$ cat config.mk
export PLATFORM = sky130hd
export DESIGN_NAME = tasr_queue
export DESIGN_NICKNAME = d
export VERILOG_FILES = /design/src/design/tasr_pkg.sv /design/src/design/tasr_queue.sv
export SDC_FILE = /design/constraint.sdc
export NUM_CORES = 1
export LEC_CHECK = 0
export BUFFER_PORTS_ARGS = -buffer_cell sky130_fd_sc_hd__buf_4
export CELL_PAD_IN_SITES_DETAIL_PLACEMENT = 0
export CELL_PAD_IN_SITES_GLOBAL_PLACEMENT = 2
export CORE_UTILIZATION = 45
export CTS_BUF_LIST = sky130_fd_sc_hd__clkbuf_8 sky130_fd_sc_hd__clkbuf_16
export CTS_CLUSTER_DIAMETER = 100
export DETAILED_ROUTE_END_ITERATION = 7
export PLACE_DENSITY = 0.79
export SETUP_SLACK_MARGIN = 0.3
export SYNTH_ARGS = -nofsm -noshare
export SYNTH_HDL_FRONTEND = slang
export SYNTH_SLANG_ARGS = --single-unit
$ cat constraint.sdc
create_clock -name clk -period 4.6 [get_ports clk]
set_input_delay 0.92 -clock clk [delete_from_list [all_inputs] [get_ports clk]]
set_output_delay 0.92 -clock clk [all_outputs]
set_load 0.05 [all_outputs]
$ cat src/design/tasr_pkg.sv
`default_nettype none

package tasr_pkg;

  // Storage and geometry.
  localparam int OUT_DEPTH   = 1024;
  localparam int MAX_DIMS    = 4;
  localparam int NUM_SIZES   = 4;
  localparam int ADDR_W      = $clog2(OUT_DEPTH);
  localparam int CNT_W       = $clog2(OUT_DEPTH + 1);
  localparam int DIM_W       = (MAX_DIMS > 1) ? $clog2(MAX_DIMS) : 1;
  localparam int SIZE_W      = 16;
  localparam int DATA_W      = 32;
  localparam int QUEUE_DEPTH = 4;
  localparam int QPTR_W      = $clog2(QUEUE_DEPTH);
  localparam int QCNT_W      = $clog2(QUEUE_DEPTH + 1);

  // Configuration port.
  localparam int CFG_IDX_W  = 3;
  localparam int CFG_DATA_W = 16;

  localparam logic [CFG_IDX_W-1:0] REG_NUM_DIMS   = 3'd0;
  localparam logic [CFG_IDX_W-1:0] REG_DIM_SIZE_0 = 3'd1;
  localparam logic [CFG_IDX_W-1:0] REG_DIM_SIZE_1 = 3'd2;
  localparam logic [CFG_IDX_W-1:0] REG_DIM_SIZE_2 = 3'd3;
  localparam logic [CFG_IDX_W-1:0] REG_DIM_SIZE_3 = 3'd4;
  localparam logic [CFG_IDX_W-1:0] REG_AXIS_MASK  = 3'd5;
  localparam logic [CFG_IDX_W-1:0] REG_ELEM_TYPE  = 3'd6;

  // Request opcodes.
  localparam logic [1:0] OP_ADD   = 2'd0;
  localparam logic [1:0] OP_READ  = 2'd1;
  localparam logic [1:0] OP_CLEAR = 2'd2;

  // Result status codes.
  localparam logic [2:0] ST_OK         = 3'd0;
  localparam logic [2:0] ST_BAD_CONFIG = 3'd1;
  localparam logic [2:0] ST_RANGE      = 3'd2;
  localparam logic [2:0] ST_INCOMPLETE = 3'd3;
  localparam logic [2:0] ST_EXTRA      = 3'd4;

  // Element types.
  localparam logic [1:0] ET_INT32 = 2'd0;
  localparam logic [1:0] ET_INT16 = 2'd1;
  localparam logic [1:0] ET_INT8  = 2'd2;
  localparam logic [1:0] ET_UINT8 = 2'd3;

  // Commands passed from the front end to the back end.
  localparam logic [1:0] CMD_ADD   = 2'd0;
  localparam logic [1:0] CMD_READ  = 2'd1;
  localparam logic [1:0] CMD_REPLY = 2'd2;
  localparam logic [1:0] CMD_CLEAR = 2'd3;

  typedef struct packed {
    logic [1:0]               op;
    logic signed [DATA_W-1:0] value;
    logic [9:0]               read_index;
  } tasr_req_t;

  typedef struct packed {
    logic signed [DATA_W-1:0] sum_value;
    logic [2:0]               status;
  } tasr_res_t;

  typedef struct packed {
    logic [1:0]        kind;
    logic [ADDR_W-1:0] addr;
    logic [DATA_W-1:0] value;
    logic [2:0]        status;
  } tasr_cmd_t;

  typedef struct packed {
    logic sweeping;
    logic add_busy;
  } tasr_back_stat_t;

endpackage

`default_nettype wire

$ cat src/design/tasr_queue.sv
`default_nettype none

module tasr_queue (
  input  logic                clk,
  input  logic                rst,
  input  logic                push,
  input  tasr_pkg::tasr_cmd_t push_data,
  input  logic                pop,
  output tasr_pkg::tasr_cmd_t head,
  output logic                empty,
  output logic                full
);
  import tasr_pkg::*;

  tasr_cmd_t         slots [QUEUE_DEPTH];
  logic [QPTR_W-1:0] rd_ptr;
  logic [QPTR_W-1:0] wr_ptr;
  logic [QCNT_W-1:0] count;

  assign head  = slots[rd_ptr];
  assign empty = (count == '0);
  assign full  = (count == QCNT_W'(QUEUE_DEPTH));

  always_ff @(posedge clk) begin
    if (rst) begin
      rd_ptr <= '0;
      wr_ptr <= '0;
      count  <= '0;
    end else begin
      if (push) begin
        wr_ptr <= (wr_ptr == QPTR_W'(QUEUE_DEPTH - 1)) ? '0 : wr_ptr + QPTR_W'(1);
      end
      if (pop) begin
        rd_ptr <= (rd_ptr == QPTR_W'(QUEUE_DEPTH - 1)) ? '0 : rd_ptr + QPTR_W'(1);
      end
      if (push && !pop) begin
        count <= count + QCNT_W'(1);
      end else if (pop && !push) begin
        count <= count - QCNT_W'(1);
      end
    end
  end

  always_ff @(posedge clk) begin
    if (push) begin
      slots[wr_ptr] <= push_data;
    end
  end

endmodule

`default_nettype wire

==> results of run 1 <==
-- worst max path at each step --
stage	endpoint	start	cells past startpoint
6_report	head[14]	flop	3
3_3_place_gp	head[40]	flop	3
5_1_grt	head[40]	flop	3
4_1_cts	head[14]	flop	3
3_5_place_dp	head[14]	flop	3
2_1_floorplan	slots[0][0]	push	1
-- logic make-up after synthesis --
| group | Yosys count | synth area share (%) |
|---|---|---|
| flops | 197 | 80.4 |
| mux | 50 | 15.0 |
| buf+inv | 15 | 1.67 |
| simple gates | 15 | 1.12 |
| fa+ha+maj | 7 | 1.31 |
| compound gates | 4 | 0.276 |
| xor+xnor | 2 | 0.242 |
-- metal layers --
metal | part of all wire, % | GRT usage (%)
met1 | 42 | 19.9
met2 | 51 | 25.9
met3 | 5.3 | 4.28
met4 | 1.8 | 7.06
met5 | 0 | 0
-- state kept, by name (all words and copies together), names as in the netlist, named ones only --
signal	cells
slots	188
count	3
rd_ptr	2
wr_ptr	2
-- critical path, stage by stage, from the launching register on --
cell and delay [ns]:
dfxtp_2 0.93, buf_4 0.42, mux4_2 0.37, buf_4 0.21
-- placed cells by master, fill, tap and decap left out, types with 2 or more instances in the layout --
master,n
bufinv_16,5
clkinvlp_4,5
clkbuf_16,17
and2_2,4
nor3b_1,3
edfxtp_1,188
a21oi_1,3
nor2_1,6
xor2_1,2
ha_1,6
mux2i_1,3
dfxtp_1,7
buf_4,104
inv_1,6
mux4_2,47
clkinv_1,2
-- power breakdown --
group | switching (mW) | total, mW | internal (mW)
logic | 0.324 | 0.518 | 0.193
clock network | 0.611 | 1.57 | 0.958
registers | 0.0473 | 2.09 | 2.04
-- layout make-up --
type | instances | area [sq um]
clock buffers | 17 | 425
clock inverters | 15 | 213
fillers | 1227 | 6980
inverters | 5 | 18.8
multi-input cells | 78 | 1310
flip-flops and latches | 197 | 5830
well taps | 216 | 270
repair buffers | 104 | 781
-- per-stage QoR --
stage | setup slack, ns | std cells
2_1_floorplan | 2.14 | 290
3_3_place_gp | 1.72 | 600
3_5_place_dp | 1.72 | 600
4_1_cts | 1.25 | 632
5_1_grt | 1.18 | 632
6_report | 1.32 | 632
==> flow_summary.ini, run 1 <==
[logic_synthesis]
yosysTopAreaCell = edfxtp_1
ys_async_sr_fraction_pct = 0
mappedNetlistArea_sq_um = 7250
synthCells = 290
ys.flop_type = edfxtp_1
synthDominantCellAreaShare_pct = 77.9
ys.warnings.count = 0
synth_common_cells = edfxtp_1, mux4_2, dfxtp_1
synth.distinct_cells = 20
ys_ff_latch = 197
synth_edf_count = 188
yosysMostFrequentCell = edfxtp_1
avgSynthCellArea_sq_um = 25.0
synth_nets = 348
synth_area_leaders = edfxtp_1, mux4_2, dfxtp_1
yosysSeqAreaShare_pct = 80.4

[timing]
setup_viol = 0
worst_slew_pin_slew_ns = 0.980
skew_ns = 0.00828
whs_ns = 0.511
tns_ns = 0
rsz0062_at_grt = no
period_needed_ns = 3.28
slew_headroom_pct = 34.7
drv_slew = 0
fin_crit_sh_pct = 71.4
fmax_mhz = 305
hold_viol = 0

[detailed_routing]
num_vias = 3240
wl_per_cell_um = 19.2
ant_nets = 0
post-route-drc-count = 0
wl_mm = 12.1
first_pass_iters = 4
drt_iter0_drc = 195
viasPerCell = 5.13

[clocking]
worstSkewPairLatency_ns = 0.43
cts.sinks = 197
cts-resized-gates = 0
clk_pin_slew_worst_paths_ns = 0.06
numCtsBuffers = 17
cts_hold_buf = 0
htreeDepth = 4
postCtsSetupRepairBufs = 0
cts_tree = done
cts_root_buf = clkbuf_16
clk_path_buf_depth = 2

[worst_setup_path]
critPathLaunchType = flop
cp.required_ns = 3.68
endpoint_kind = output pin
r2r-end = slots[3][3]
r2r-start = wr_ptr[0]
r2r_setup_slack_ns = 2.56
path_max_fanout = 30
path_class = reg2out
arrival_ns = 2.36
ff2ff_path_depth = 3

[finish]
drive_above_1_share_pct = 44.7
area_growth_pct = 22.0
final_nets = 461
utilization_pct = 55.9
final_area_sq_um = 8850
n_antenna_cell = 0

[place]
placement.io_buffers = 99
placed_cell_area_sq_um = 8210
gp_congestion = 0.660
hpwl_mm = 7.23

[die]
core.rowCount = 46
fp.coreArea_sq_um = 15800
num_io_pins = 100
die_x_um = 129
dieArea_sq_um = 16600
initial_utilization_pct = 45.8
die_y_um = 129

[grt]
antenna_found_initial = 0
grt_max_degree = 48
grt_usage_pct = 15.8
grt_pass1_wl_mm = 18.5
grt_pass1_vias = 3429
overflow = 0

[run]
cap_violations = 0

[power]
power_leakage_nw = 3.00
power_density_nw_per_um2 = 472
power.total_mw = 4.18
ir_drop_mv = 0.255

[min_path]
min_path_type = reg2reg
hold_depth = 2
hp-start = count[2]
min_to = count[2]

[status]
status = complete, no violations
No activity file was read; power rests on OpenSTA's default activity.
==> inputs of run 2 (changes only) <==
- CORE_UTILIZATION: 45 -> 44
- PLACE_DENSITY: 0.79 -> 0.78
- clock period: 4.6 -> 3.4 ns (I/O delays scaled with it)
==> flow_summary.ini, run 2 (synthesized netlist as in run 1, its figures left out) <==
[status]
status = complete, no violations

[power]
ir_drop_mv = 0.332
power.total_mw = 5.41
power_density_nw_per_um2 = 611
power_leakage_nw = 2.99

[place]
placement.io_buffers = 99
dp.cells = 603
gp_congestion = 0.676
placed_cell_area_sq_um = 8310
hpwl_mm = 7.55
dp_slack_ns = 1.05

[timing]
tns_ns = 0
setup_ws_ns = 0.653
whs_ns = 0.450
skew_ns = 0.00424
fin_crit_sh_pct = 80.8
fmax_mhz = 364
hold_viol = 0
drv_slew = 0
worst_slew_pin_slew_ns = 0.728
slew_headroom_pct = 51.5
setup_viol = 0
rsz0062_at_grt = no
period_needed_ns = 2.75

[die]
die_y_um = 130
fp.coreArea_sq_um = 16000
die_x_um = 130
num_io_pins = 100
initial_utilization_pct = 45.3
dieArea_sq_um = 17000
core.rowCount = 46

[finish]
final_nets = 464
final_common_cell = edfxtp_1
utilization_pct = 55.3
fin_cells = 634
layout_common_cells = edfxtp_1, buf_4, mux4_2
multiInputGateArea_sq_um = 1310
final_area_sq_um = 8850
top_register = slots
nFillCells = 1254
area_growth_pct = 22.1
largest_reg_flops = 188
top_regs = slots (188), count (3)
regArea_sq_um = 5830
n_antenna_cell = 0
drive_above_1_share_pct = 43.8

[clocking]
cts-resized-gates = 0
clk_pin_slew_worst_paths_ns = 0.07
htreeDepth = 4
worstSkewPairLatency_ns = 0.42
cts.sinks = 197
cts_tree = done
clk_path_buf_depth = 2
numCtsBuffers = 17
cts_root_buf = clkbuf_16
postCtsSetupRepairBufs = 0
cts_hold_buf = 0

[detailed_routing]
post-route-drc-count = 0
first_pass_iters = 4
ant_nets = 0
drt_iter0_drc = 221
wl_mm = 12.4
viasPerCell = 5.10
num_vias = 3231
wl_per_cell_um = 19.5

[worst_setup_path]
worstPathCellList = buf_4 -> mux4_2 -> buf_4
worst_path_max_delay_cell = dfxtp_4
critPathLaunchType = flop
arrival_ns = 2.07
cp.required_ns = 2.72
r2r-end = slots[3][45]
endpoint_kind = output pin
ff2ff_path_depth = 3
cp_num_buf_inv = 2
r2r_setup_slack_ns = 1.59
path_class = reg2out
critical-path-max-stage-delay_ns = 0.57
cp_top_family = flip-flops
path_max_fanout = 17
worst_path_most_repeated_cell = buf_4
r2r-start = wr_ptr[0]

[grt]
grt_usage_pct = 15.7
antenna_found_initial = 0
grt_pass1_wl_mm = 18.7
grt_max_degree = 25
grt_pass1_vias = 3410
overflow = 0

[min_path]
hold_depth = 1
hp-start = push_data[24]
min_path_type = in2reg
min_to = slots[0][24]

[run]
cap_violations = 0
-- run 2: how the worst max path moves through the flow --
stage	depth (start not counted)	end	slack, ns	start
floorplan	1	slots[0][0]	1.18	push
global placement	3	head[42]	1.05	flop
detailed placement	3	head[0]	1.05	flop
CTS	3	head[0]	0.57	flop
global route	3	head[0]	0.51	flop
finish	3	head[0]	0.65	flop
-- run 2: power breakdown --
part,internal (mW),switching [mW]
sequential,2.76,0.0426
combinational,0.275,0.467
clock,1.06,0.806
total,4.10,1.32
-- run 2: layout make-up --
type                            instances  area share (%)
Clock buffer                           17            4.81
Clock inverter                         14            1.36
Inverter                                5           0.212
Multi-Input combinational cell         78            14.8
Sequential cell                       197            65.9
Tap cell                              216            3.05
Timing Repair Buffer                  107            9.92
-- run 2: layer usage --
layer	up-vias	GRT usage (%)	part of all wire [%]	wire length [um]
li1	1456	-	-	-
met1	1685	20.0	43	5320
met2	73	24.8	50	6250
met3	17	5.49	5.2	642
met4	0	6.36	1.4	176
met5	-	0	0	0
