<file path="src/design/tasr_pkg.sv">
`default_nettype none

package tasr_pkg;

  // Storage and geometry.
  localparam int OUT_DEPTH   = 1024;
  localparam int MAX_DIMS    = 4;
  localparam int NUM_SIZES   = 4;
  localparam int ADDR_W      = $clog2(OUT_DEPTH);
  localparam int CNT_W       = $clog2(OUT_DEPTH + 1);
  localparam int DIM_W       = (MAX_DIMS > 1) ? $clog2(MAX_DIMS) : 1;
  localparam int SIZE_W      = 16;
  localparam int DATA_W      = 32;
  localparam int QUEUE_DEPTH = 4;
  localparam int QPTR_W      = $clog2(QUEUE_DEPTH);
  localparam int QCNT_W      = $clog2(QUEUE_DEPTH + 1);

  // Configuration port.
  localparam int CFG_IDX_W  = 3;
  localparam int CFG_DATA_W = 16;

  localparam logic [CFG_IDX_W-1:0] REG_NUM_DIMS   = 3'd0;
  localparam logic [CFG_IDX_W-1:0] REG_DIM_SIZE_0 = 3'd1;
  localparam logic [CFG_IDX_W-1:0] REG_DIM_SIZE_1 = 3'd2;
  localparam logic [CFG_IDX_W-1:0] REG_DIM_SIZE_2 = 3'd3;
  localparam logic [CFG_IDX_W-1:0] REG_DIM_SIZE_3 = 3'd4;
  localparam logic [CFG_IDX_W-1:0] REG_AXIS_MASK  = 3'd5;
  localparam logic [CFG_IDX_W-1:0] REG_ELEM_TYPE  = 3'd6;

  // Request opcodes.
  localparam logic [1:0] OP_ADD   = 2'd0;
  localparam logic [1:0] OP_READ  = 2'd1;
  localparam logic [1:0] OP_CLEAR = 2'd2;

  // Result status codes.
  localparam logic [2:0] ST_OK         = 3'd0;
  localparam logic [2:0] ST_BAD_CONFIG = 3'd1;
  localparam logic [2:0] ST_RANGE      = 3'd2;
  localparam logic [2:0] ST_INCOMPLETE = 3'd3;
  localparam logic [2:0] ST_EXTRA      = 3'd4;

  // Element types.
  localparam logic [1:0] ET_INT32 = 2'd0;
  localparam logic [1:0] ET_INT16 = 2'd1;
  localparam logic [1:0] ET_INT8  = 2'd2;
  localparam logic [1:0] ET_UINT8 = 2'd3;

  // Commands passed from the front end to the back end.
  localparam logic [1:0] CMD_ADD   = 2'd0;
  localparam logic [1:0] CMD_READ  = 2'd1;
  localparam logic [1:0] CMD_REPLY = 2'd2;
  localparam logic [1:0] CMD_CLEAR = 2'd3;

  typedef struct packed {
    logic [1:0]               op;
    logic signed [DATA_W-1:0] value;
    logic [9:0]               read_index;
  } tasr_req_t;

  typedef struct packed {
    logic signed [DATA_W-1:0] sum_value;
    logic [2:0]               status;
  } tasr_res_t;

  typedef struct packed {
    logic [1:0]        kind;
    logic [ADDR_W-1:0] addr;
    logic [DATA_W-1:0] value;
    logic [2:0]        status;
  } tasr_cmd_t;

  typedef struct packed {
    logic sweeping;
    logic add_busy;
  } tasr_back_stat_t;

endpackage

`default_nettype wire

</file>
<file path="src/design/tasr_front.sv">
`default_nettype none

module tasr_front (
  input  logic                            clk,
  input  logic                            rst,
  input  logic                            accept,
  input  tasr_pkg::tasr_req_t             req,
  input  logic                            cfg_we,
  input  logic [tasr_pkg::CFG_IDX_W-1:0]  cfg_index,
  input  logic [tasr_pkg::CFG_DATA_W-1:0] cfg_data,
  output logic                            ready,
  output logic                            restart,
  output logic [1:0]                      elem_type,
  output logic                            push,
  output tasr_pkg::tasr_cmd_t             cmd
);
  import tasr_pkg::*;

  localparam logic S_SETUP = 1'b0;
  localparam logic S_RUN   = 1'b1;

  logic                state;
  logic [DIM_W-1:0]    step;
  logic [2:0]          num_dims;
  logic [SIZE_W-1:0]   dim_size [NUM_SIZES];
  logic [3:0]          axis_mask;
  logic [CNT_W-1:0]    prod;
  logic                ovf;
  logic [CNT_W-1:0]    stride [MAX_DIMS];
  logic [SIZE_W-1:0]   coord [MAX_DIMS];
  logic [ADDR_W-1:0]   addr;
  logic                all_received;
  logic                excess_seen;

  logic [MAX_DIMS-1:0] dim_used;
  logic [MAX_DIMS-1:0] kept;
  logic [MAX_DIMS-1:0] reduced;
  logic                zero_size;
  logic                ok;
  logic [CNT_W+SIZE_W-1:0] mult;
  logic                found;
  logic [DIM_W-1:0]    sel;
  logic [SIZE_W-1:0]   coord_next [MAX_DIMS];
  logic [ADDR_W-1:0]   addr_next;

  assign restart   = cfg_we && (cfg_index <= REG_ELEM_TYPE);
  assign ready     = (state == S_RUN);
  assign mult      = (CNT_W + SIZE_W)'(prod) * (CNT_W + SIZE_W)'(dim_size[step]);

  // Setup classification. The kept dimensions set the output shape; the
  // product of kept extents (prod) is built up by the setup sequencer.
  always_comb begin
    int kept_cnt;
    zero_size = 1'b0;
    for (int d = 0; d < MAX_DIMS; d++) begin
      dim_used[d] = (int'(num_dims) > d);
      kept[d]     = dim_used[d] && !axis_mask[d];
      reduced[d]  = dim_used[d] && axis_mask[d];
      if (dim_used[d] && (dim_size[d] == '0)) begin
        zero_size = 1'b1;
      end
    end
    kept_cnt = $countones(kept);
    ok = (num_dims != 3'd0) && (int'(num_dims) <= MAX_DIMS) && (reduced != '0) &&
         !zero_size && !ovf && (kept_cnt == 1 || kept_cnt == 2 || kept_cnt == 4);
  end

  // Row-major coordinate advance. The innermost dimension that can still
  // count up is incremented and all inner ones wrap. Since the inner kept
  // extents multiply up to the stride, the output address moves by one when
  // the incremented dimension is kept, and falls back by stride - 1 when it
  // is reduced.
  always_comb begin
    found = 1'b0;
    sel   = '0;
    for (int d = 0; d < MAX_DIMS; d++) begin
      if (dim_used[d] && ({1'b0, coord[d]} + 17'd1 < {1'b0, dim_size[d]})) begin
        found = 1'b1;
        sel   = DIM_W'(d);
      end
    end
    for (int e = 0; e < MAX_DIMS; e++) begin
      if (!found || e > int'(sel)) begin
        coord_next[e] = '0;
      end else if (e == int'(sel)) begin
        coord_next[e] = coord[e] + SIZE_W'(1);
      end else begin
        coord_next[e] = coord[e];
      end
    end
    if (!found) begin
      addr_next = '0;
    end else if (kept[sel]) begin
      addr_next = addr + ADDR_W'(1);
    end else begin
      addr_next = addr + ADDR_W'(1) - stride[sel][ADDR_W-1:0];
    end
  end

  // Classification of an accepted request into a back-end command.
  always_comb begin
    push       = 1'b0;
    cmd.kind   = CMD_ADD;
    cmd.addr   = addr;
    cmd.value  = req.value;
    cmd.status = ST_OK;
    if (accept) begin
      unique case (req.op)
        OP_ADD: begin
          push = ok && !all_received;
        end
        OP_READ: begin
          push = 1'b1;
          if (!ok) begin
            cmd.kind   = CMD_REPLY;
            cmd.status = ST_BAD_CONFIG;
          end else if ((32'(req.read_index) >= 32'(prod)) ||
                       (32'(req.read_index) >= 32'(OUT_DEPTH))) begin
            cmd.kind   = CMD_REPLY;
            cmd.status = ST_RANGE;
          end else begin
            cmd.kind   = CMD_READ;
            cmd.addr   = ADDR_W'(req.read_index);
            cmd.status = excess_seen ? ST_EXTRA : (all_received ? ST_OK : ST_INCOMPLETE);
          end
        end
        OP_CLEAR: begin
          push     = 1'b1;
          cmd.kind = CMD_CLEAR;
        end
        default: begin
        end
      endcase
    end
  end

  always_ff @(posedge clk) begin
    if (rst) begin
      state        <= S_SETUP;
      step         <= DIM_W'(MAX_DIMS - 1);
      prod         <= CNT_W'(1);
      ovf          <= 1'b0;
      num_dims     <= 3'd4;
      for (int i = 0; i < NUM_SIZES; i++) begin
        dim_size[i] <= SIZE_W'(1);
      end
      axis_mask    <= '0;
      elem_type    <= ET_INT32;
      for (int d = 0; d < MAX_DIMS; d++) begin
        coord[d] <= '0;
      end
      addr         <= '0;
      all_received <= 1'b0;
      excess_seen  <= 1'b0;
    end else if (restart) begin
      unique case (cfg_index)
        REG_NUM_DIMS:   num_dims    <= cfg_data[2:0];
        REG_DIM_SIZE_0: dim_size[0] <= cfg_data;
        REG_DIM_SIZE_1: dim_size[1] <= cfg_data;
        REG_DIM_SIZE_2: dim_size[2] <= cfg_data;
        REG_DIM_SIZE_3: dim_size[3] <= cfg_data;
        REG_AXIS_MASK:  axis_mask   <= cfg_data[3:0];
        REG_ELEM_TYPE:  elem_type   <= cfg_data[1:0];
        default: begin
        end
      endcase
      state        <= S_SETUP;
      step         <= DIM_W'(MAX_DIMS - 1);
      prod         <= CNT_W'(1);
      ovf          <= 1'b0;
      for (int d = 0; d < MAX_DIMS; d++) begin
        coord[d] <= '0;
      end
      addr         <= '0;
      all_received <= 1'b0;
      excess_seen  <= 1'b0;
    end else if (state == S_SETUP) begin
      // One dimension per cycle, innermost first.
      if (dim_used[step]) begin
        stride[step] <= prod;
        if (kept[step]) begin
          if (mult > (CNT_W + SIZE_W)'(OUT_DEPTH)) begin
            ovf <= 1'b1;
          end else begin
            prod <= CNT_W'(mult);
          end
        end
      end
      if (step == '0) begin
        state <= S_RUN;
      end else begin
        step <= step - DIM_W'(1);
      end
    end else if (accept) begin
      unique case (req.op)
        OP_ADD: begin
          if (ok) begin
            if (all_received) begin
              excess_seen <= 1'b1;
            end else begin
              for (int d = 0; d < MAX_DIMS; d++) begin
                coord[d] <= coord_next[d];
              end
              addr         <= addr_next;
              all_received <= !found;
            end
          end
        end
        OP_CLEAR: begin
          for (int d = 0; d < MAX_DIMS; d++) begin
            coord[d] <= '0;
          end
          addr         <= '0;
          all_received <= 1'b0;
          excess_seen  <= 1'b0;
        end
        default: begin
        end
      endcase
    end
  end

endmodule

`default_nettype wire

</file>
<file path="config.mk">
export PLATFORM = sky130hd
export DESIGN_NAME = tasr_front
export DESIGN_NICKNAME = d
export VERILOG_FILES = /design/src/design/tasr_pkg.sv /design/src/design/tasr_front.sv
export SDC_FILE = /design/constraint.sdc
export NUM_CORES = 1
export LEC_CHECK = 0
export BUFFER_PORTS_ARGS = -buffer_cell sky130_fd_sc_hd__clkbuf_2
export CAP_MARGIN = 20
export CORE_MARGIN = 3
export CORE_UTILIZATION = 60
export CTS_BUF_LIST = sky130_fd_sc_hd__clkbuf_16
export DETAILED_ROUTE_END_ITERATION = 12
export PLACE_DENSITY_LB_ADDON = 0.25
export SLEW_MARGIN = 20
export SYNTH_ARGS = -nofsm -noshare
export SYNTH_HDL_FRONTEND = slang
export SYNTH_SLANG_ARGS = --single-unit
</file>
<file path="constraint.sdc">
create_clock -name clk -period 9.5 [get_ports clk]
set_input_delay 1.9 -clock clk [delete_from_list [all_inputs] [get_ports clk]]
set_output_delay 1.9 -clock clk [all_outputs]
set_load 0.05 [all_outputs]
</file>
==> qor.yml, run 1 <==
route.vias.total: 14400
final_layout_size_suffix_gt1_frac: 0.0809
most_common_cell_after_layout_fill_and_taps_aside: "sky130_fd_sc_hd__inv_1"
routed_wire_length_per_instance_um: 19.4
tritoncts_sink_count: 206
final_ant_viol_nets: 0
cts_max_level: 1
postCtsSetupRepairBufs: 0
switching_part_of_the_total_power: 0.296
number_of_enable_flip_flop_cells_after_synthesis: 120
cts-resized-gates: 0
start_util: 0.614
critPathMostFrequentCell: "sky130_fd_sc_hd__fa_1"
grt_antenna_before_repair: 0
power_density_nw_per_um2: 117
cts_hold_buffers: 0
first_pass_grt_wire_length_um: 74800
mostFrequentLayoutCells: "246 x sky130_fd_sc_hd__inv_1, 196 x sky130_fd_sc_hd__nand2_1, 159 x sky130_fd_sc_hd__ha_1"
slew_headroom: 0.278
cts_tree: "yes"
synth_fp_nets: 2337
power.clock.fraction: 0.384
whs_ns: 0.454
synth_area_sq_um: 18400
critical_path.max_stage_delay_ns: 0.95
firstDrtPassIters: 5
io_pins: 119
syn2layout_area_growth_pct: 6.09
min_period_over_period: 0.843
maxClockFrequency_mhz: 125
via_per_inst: 6.05
worstPathCellList: "mux4_2 > and2_1 > fa_1 > inv_1 > fa_1 > inv_1 > fa_1 > fa_1 > inv_1 > fa_1 > inv_1 > ha_1 > a21oi_1 > o21ai_0 > a221oi_1 > o31ai_1 > mux2i_1 > a22o_1 > nor4_1 > or4b_4 > mux2_4 > nor2_2"
dpl.hpwl_um: 35200
antenna_cells: 0
routed_wirelength_um: 46300
setup_violation_total_in_the_final_timing_report: 0
start_kind: "flip-flop"
register_area_sq_um: 5330
hold_violations: 0
fp.dieW_um: 181
comb_power_share: 0.171
ys_seq_elements: 206
hold_class: "flip-flop to flip-flop"
synth_async_sr_flop_share: 0
fillCellCount: 2494
cpMaxStageDelayCell: "sky130_fd_sc_hd__dfxtp_1"
max_cap_viol_count: 0
worstSkewPairLatency_ns: 0.56
placement_rows: 63
worstSetupPathType: "flip-flop to flip-flop"
numCtsBuffers: 24
netlist.area_leader.share: 0.196
peakVddDrop_uv: 154
total_leakage_power_nw: 8.93
cts.path.max_buffers: 3
register_to_register_setup_slack_ns: 1.49
die_footprint_sq_um: 32800
netsw_w: 0.000678
synthesis.yosys.warnings: 0
floorplan_core_area_sq_um: 30000
critPathRequiredTime_ns: 9.95
tns_ns: 0
number_of_global_route_vias_before_repair: 14300
nNetsFinal: 2326
fin_skew_ns: 0.0493
worst-path-max-fanout: 16
final_max_slew_violation_count: 0
synth_top_area_cell: "sky130_fd_sc_hd__edfxtp_1"
cts.root.buffer_cell: "sky130_fd_sc_hd__clkbuf_16"
die_height_um: 181
unrepaired_setup_endpoints_after_global_routing: "false"
ys_top_cells_by_area: "sky130_fd_sc_hd__edfxtp_1 20%, sky130_fd_sc_hd__fa_1 14%, sky130_fd_sc_hd__ha_1 11%"
timing.final.crit_period_ns: 8.01
multiInputGateArea_sq_um: 11600
primary_ff_master_synth: "sky130_fd_sc_hd__edfxtp_1"
clk_pin_slew_worst_paths_ns: 0.06
drcViolationCount: 0
place_congestion: 0.916
status: "completed"
synth_cell_type_count: 77
first_iter_violations: 1236
port_buffers: 54
postSynthAreaPerCell_sq_um: 9.27
pwr-share-seq: 0.445
tightestPinTransition_ns: 1.08
p_int_w: 0.00161
synth_cells: 1984
globalRouteTotalUtil: 0.281
timing.critical_path.to_type: "flip-flop"
synth_sequential_area_ratio: 0.290
crit_arrival_ns: 8.46
largest_net_degree_at_the_start_of_global_routing: 35
grt_overflow_total: 0
worst paths after layout:
check             startpoint       to  cells after the start
setup reg to reg   flip-flop  prod[9]                     22
hold / removal           ovf      ovf                      2
hold reg to reg          ovf      ovf                      2
setup / recovery   flip-flop  prod[9]                     22
power by group through the flow:
stage | Combinational [W] | Sequential, W | Clock [W]
after detailed placement | 0.000384 | 0.00104 | 0
after global routing | 0.000440 | 0.00102 | 0.000929
after global placement | 0.000372 | 0.00104 | 0
after floorplan | 0.000327 | 0.00101 | 0
after CTS | 0.000388 | 0.00102 | 0.000885
final | 0.000391 | 0.00102 | 0.000879
cells by family (layout without fill, tap and decap cells):
| group | count (synthesis) | after routing | synth area share |
|---|---|---|---|
| and+or+nand+nor | 698 | 698 | 0.195 |
| buffers and inverters | 349 | 356 | 0.0783 |
| AOI/OAI and AO/OA | 287 | 287 | 0.0979 |
| adders and majority gates | 286 | 286 | 0.247 |
| DFF | 206 | 206 | 0.290 |
| xor gates and xnor gates | 87 | 87 | 0.0415 |
| muxes | 71 | 71 | 0.0515 |
cell usage after synthesis, types with 9 or more instances:
master	n
sky130_fd_sc_hd__inv_1	242
sky130_fd_sc_hd__nand2_1	196
sky130_fd_sc_hd__ha_1	159
sky130_fd_sc_hd__and2_1	140
sky130_fd_sc_hd__fa_1	127
sky130_fd_sc_hd__nor2_1	126
sky130_fd_sc_hd__edfxtp_1	120
sky130_fd_sc_hd__a21oi_1	94
sky130_fd_sc_hd__dfxtp_1	86
sky130_fd_sc_hd__clkbuf_1	70
sky130_fd_sc_hd__o21ai_0	69
sky130_fd_sc_hd__xnor2_1	50
sky130_fd_sc_hd__nand3_1	40
sky130_fd_sc_hd__and3_1	38
sky130_fd_sc_hd__mux2i_1	38
sky130_fd_sc_hd__xor2_1	37
sky130_fd_sc_hd__buf_4	32
sky130_fd_sc_hd__nor3_1	25
sky130_fd_sc_hd__nor4_1	25
sky130_fd_sc_hd__a21o_1	20
sky130_fd_sc_hd__mux4_2	17
sky130_fd_sc_hd__nand2b_1	17
sky130_fd_sc_hd__nand4_1	16
sky130_fd_sc_hd__a22oi_1	15
sky130_fd_sc_hd__mux2_2	15
sky130_fd_sc_hd__nor2b_1	15
sky130_fd_sc_hd__nor3b_1	15
sky130_fd_sc_hd__a211oi_1	12
sky130_fd_sc_hd__o21a_1	11
sky130_fd_sc_hd__o21bai_1	9
worst max-delay path: cells and delay by family (launching register included):
kind	cells	cell delay (ns)
flops	1	0.95
simple gates	4	1.28
buf+inv	4	0.21
compound gates	5	1.20
fa+ha+maj	6	3.02
mux	3	1.24
metrics by stage:
stage,power (W),setup slack (ns),instance area (sq um),utilization,cells
after floorplan,0.00134,1.56,18400,-,1984
after global placement,0.00141,1.67,18700,0.626,2337
after detailed placement,0.00142,1.55,18800,0.626,2337
after CTS,0.00229,1.49,19500,0.651,2381
after global routing,0.00239,0.948,19500,0.651,2381
final,0.00229,1.49,19500,0.651,2381
per-layer routing:
metal	share of wire	GRT usage	vias up	wire, um
met3	0.082	0.0445	115	3780
li1	-	-	6673	-
met1	0.42	0.388	7051	19400
met4	0.033	0.0853	0	1550
met5	0	0	-	0
met2	0.47	0.462	564	21600
sequential cells by signal, summed over array words and instances, names as in the netlist, 3 cells and up, named ones only:
register	cells
addr	10
stride	40
dim_size	64
prod	11
num_dims	3
coord	64
axis_mask	4
area by class of cell:
cell class | count | area share
clock inverters | 20 | 0.00757
flip-flops and latches | 206 | 0.273
repair buffers | 70 | 0.0200
well taps | 390 | 0.0250
multi-input cells | 1429 | 0.597
clock buffers | 24 | 0.0308
inverters | 242 | 0.0466
Power figures use the tool's default switching activity.
==> inputs of run 2 (changes only) <==
--- a/config.mk
+++ b/config.mk
@@ -5,6 +5,7 @@
 export SDC_FILE = /design/constraint.sdc
 export NUM_CORES = 1
 export LEC_CHECK = 0
+export ABC_AREA = 1
 export BUFFER_PORTS_ARGS = -buffer_cell sky130_fd_sc_hd__clkbuf_2
 export CAP_MARGIN = 20
 export CORE_MARGIN = 3
==> constraint.sdc (replaced) <==
create_clock -name clk -period 7.8 [get_ports clk]
set_input_delay 1.56 -clock clk [delete_from_list [all_inputs] [get_ports clk]]
set_output_delay 1.56 -clock clk [all_outputs]
set_load 0.05 [all_outputs]
==> run 2 against run 1 <==
  * First-iteration DRC count is 18% higher
  * Setup slack worse by 0.88 ns
  * Worst hold slack gained 0.0013 ns
  * Core utilization fell by 0.12 points
  * Non-clock buffer count fell by 3
  * Global-route usage increased by 1.9 points
  * Count of clock-buffer cells in the layout up 1
  * Die area is 2.6% higher
  * Critical endpoint is now prod[1]
  * Largest cell class unchanged
  * Largest power group unchanged
==> qor.yml, run 2 <==
first_iter_violations: 1463  # was 1236
globalRouteMet3Util: 0.0536  # was 0.0445
cts_max_level: 1  # unchanged
io_pins: 119  # unchanged
nNetsFinal: 2775  # was 2326
fp.dieW_um: 183  # was 181 um
worst-r2r-cell-count: 33  # was 22
cts_hold_buffers: 0  # unchanged
grtUsageMet1: 0.415  # was 0.388
grt_antenna_before_repair: 0  # unchanged
ys_top_cells_by_area: "sky130_fd_sc_hd__edfxtp_1 19%, sky130_fd_sc_hd__fa_1 13%, sky130_fd_sc_hd__ha_1 11%"  # was sky130_fd_sc_hd__edfxtp_1 20%, sky130_fd_sc_hd__fa_1 14%, sky130_fd_sc_hd__ha_1 11%
start_util: 0.612  # was 0.614
cts_tree: "yes"  # unchanged
most_common_cell_after_layout_fill_and_taps_aside: "sky130_fd_sc_hd__nand2_1"  # was sky130_fd_sc_hd__inv_1
first_pass_grt_wire_length_um: 81100  # was 74800 um
power_density_nw_per_um2: 182  # was 117 nW/um^2
tritoncts_sink_count: 206  # unchanged
mostFrequentLayoutCells: "420 x sky130_fd_sc_hd__nand2_1, 418 x sky130_fd_sc_hd__inv_1, 318 x sky130_fd_sc_hd__nor2_1"  # was 246 x sky130_fd_sc_hd__inv_1, 196 x sky130_fd_sc_hd__nand2_1, 159 x sky130_fd_sc_hd__ha_1
port_buffers: 54  # unchanged
layout_setup_ws_ns: 0.617  # was 1.49 ns
antenna_cells: 0  # unchanged
number_of_enable_flip_flop_cells_after_synthesis: 120  # unchanged
largest_net_degree_at_the_start_of_global_routing: 65  # was 35
critPathRequiredTime_ns: 8.20  # was 9.95 ns
route.vias.total: 16200  # was 14400
clk_pin_slew_worst_paths_ns: 0.06  # about the same
globalRouteMet2Util: 0.488  # was 0.462
dpl.hpwl_um: 40600  # was 35200 um
critical_path.max_stage_delay_ns: 0.58  # was 0.95 ns
total_leakage_power_nw: 9.50  # was 8.93 nW
worstSkewPairLatency_ns: 0.53  # was 0.56 ns
synth_cells: 2420  # was 1984
start_kind: "flip-flop"  # unchanged
min_period_over_period: 0.921  # was 0.843
critPathMostFrequentCell: "sky130_fd_sc_hd__inv_1"  # was sky130_fd_sc_hd__fa_1
synth_sequential_area_ratio: 0.282  # was 0.290
cts.path.max_buffers: 3  # unchanged
post-place-ws_ns: 0.636  # was 1.55 ns
synthesis.yosys.warnings: 0  # unchanged
primary_ff_master_synth: "sky130_fd_sc_hd__edfxtp_1"  # unchanged
via_per_inst: 5.71  # was 6.05
cpMaxStageDelayCell: "sky130_fd_sc_hd__fa_1"  # was sky130_fd_sc_hd__dfxtp_1
tns_ns: 0  # unchanged
place_congestion: 1.02  # was 0.916
place_area_sq_um: 19200  # was 18800 sq um
slew_headroom: 0.331  # was 0.278
routed_wirelength_um: 50600  # was 46300 um
timing.critical_path.to_type: "flip-flop"  # unchanged
finalInstanceArea_sq_um: 20000  # was 19500 sq um
synth.top_cells.by_count: "420 x sky130_fd_sc_hd__nand2_1, 417 x sky130_fd_sc_hd__inv_1, 318 x sky130_fd_sc_hd__nor2_1"  # was 242 x sky130_fd_sc_hd__inv_1, 196 x sky130_fd_sc_hd__nand2_1, 159 x sky130_fd_sc_hd__ha_1
ys_seq_elements: 206  # unchanged
peakVddDrop_uv: 114  # was 154 uV
cts.root.buffer_cell: "sky130_fd_sc_hd__clkbuf_16"  # unchanged
number_of_global_route_vias_before_repair: 15700  # was 14300
top_usage_layer: "met2"  # unchanged
status: "completed"  # unchanged
synth_cell_type_count: 58  # was 77
final_ant_viol_nets: 0  # unchanged
globalRouteTotalUtil: 0.301  # was 0.281
synthMostInstantiatedCell: "sky130_fd_sc_hd__nand2_1"  # was sky130_fd_sc_hd__inv_1
hold_class: "flip-flop to flip-flop"  # unchanged
routed_wire_length_per_instance_um: 17.9  # was 19.4 um
netlist.area_leader.share: 0.191  # was 0.196
timing.rr.end: "prod[1]"  # was prod[9]
synth_area_sq_um: 18900  # was 18400 sq um
grt_overflow_total: 0  # unchanged
setup_violation_total_in_the_final_timing_report: 0  # unchanged
synth_top_area_cell: "sky130_fd_sc_hd__edfxtp_1"  # unchanged
max_cap_viol_count: 0  # unchanged
unrepaired_setup_endpoints_after_global_routing: "false"  # unchanged
worstSetupPathType: "flip-flop to flip-flop"  # unchanged
timing.final.crit_period_ns: 7.18  # was 8.01 ns
fillCellCount: 2622  # was 2494
numCtsBuffers: 24  # unchanged
hold_violations: 0  # unchanged
die_footprint_sq_um: 33600  # was 32800 sq um
synth_fp_nets: 2773  # was 2337
die_height_um: 183  # was 181 um
maxClockFrequency_mhz: 139  # was 125 MHz
final_layout_size_suffix_gt1_frac: 0.0730  # was 0.0809
crit_arrival_ns: 7.59  # was 8.46 ns
final_max_slew_violation_count: 0  # unchanged
synth_async_sr_flop_share: 0  # unchanged
worst-path-max-fanout: 21  # was 16
register_to_register_setup_slack_ns: 0.62  # was 1.49 ns
firstDrtPassIters: 7  # was 5
floorplan_core_area_sq_um: 30800  # was 30000 sq um
placement_rows: 64  # was 63
critical_path.endpoint: "prod[1]"  # was prod[9]
fin_skew_ns: 0.0230  # was 0.0493 ns
syn2layout_area_growth_pct: 6.17  # was 6.09%
biggestRegsByFlops: "coord (64), dim_size (64), stride (40)"  # unchanged
drcViolationCount: 0  # unchanged
postSynthAreaPerCell_sq_um: 7.80  # was 9.27 sq um
tightestPinTransition_ns: 1.00  # was 1.08 ns
run 2: repair_timing:
item                                    in CTS  in global routing
buffers inserted                             0                  0
resized for setup                            0                  2
endpoints found under the setup margin       0                 11
run 2: per-layer routing:
metal / share of wire / vias to the layer above
li1: - / 7718
met1: 0.42 / 7604
met2: 0.45 / 761
met3: 0.093 / 123
met4: 0.034 / 0
met5: 0 / -
run 2: cell families after synthesis:
kind of cell,after synthesis,share of synthesized area
and+or+nand+nor,978,0.223
buffers and inverters,526,0.115
AOI/OAI and AO/OA,343,0.102
adders and majority gates,286,0.240
DFF,206,0.282
xor gates and xnor gates,81,0.0376
run 2: worst min path at each step:
| stage | start | endpoint | slack [ns] | cells after the start |
|---|---|---|---|---|
| after floorplan | ovf | ovf | 0.44 | 2 |
| after global placement | elem_type[0] | elem_type[0] | 0.44 | 2 |
| after detailed placement | elem_type[0] | elem_type[0] | 0.45 | 2 |
| after CTS | elem_type[0] | elem_type[0] | 0.46 | 2 |
| after global routing | elem_type[0] | elem_type[0] | 0.48 | 2 |
| final | elem_type[0] | elem_type[0] | 0.46 | 2 |
run 2: stage by stage:
step / std cells / hold slack [ns] / utilization / power (W)
after floorplan: 2420 / 0.436 / - / 0.00218
after global placement: 2792 / 0.439 / 0.623 / 0.00243
after detailed placement: 2792 / 0.446 / 0.623 / 0.00246
after CTS: 2836 / 0.459 / 0.650 / 0.00363
after global routing: 2836 / 0.481 / 0.650 / 0.00384
final: 2836 / 0.455 / 0.650 / 0.00364
run 2: layout make-up:
type | instances | area [sq um] | share of cell area
tap | 396 | 495 | 0.0247
clock inverter | 19 | 193 | 0.00962
inverter | 435 | 1640 | 0.0817
multi-input combinational | 1688 | 11400 | 0.568
clock buffer | 25 | 626 | 0.0312
timing repair buffer | 67 | 372 | 0.0185
sequential | 206 | 5330 | 0.266
run 2: power by group:
part	internal [W]	switching, W	total, W	leakage, nW
Clock	0.000711	0.000466	0.00118	0.401
Combinational	0.000401	0.000806	0.00121	7.28
Sequential	0.00120	0.0000533	0.00126	1.82
run 2: critical path: cells and delay by family (launching register included):
family / cells / cell delay, ns
AOI/OAI and AO/OA: 2 / 0.21
xor gates and xnor gates: 1 / 0.09
adders and majority gates: 6 / 3.11
buffers and inverters: 9 / 1.10
DFF: 1 / 0.30
and+or+nand+nor: 15 / 2.22
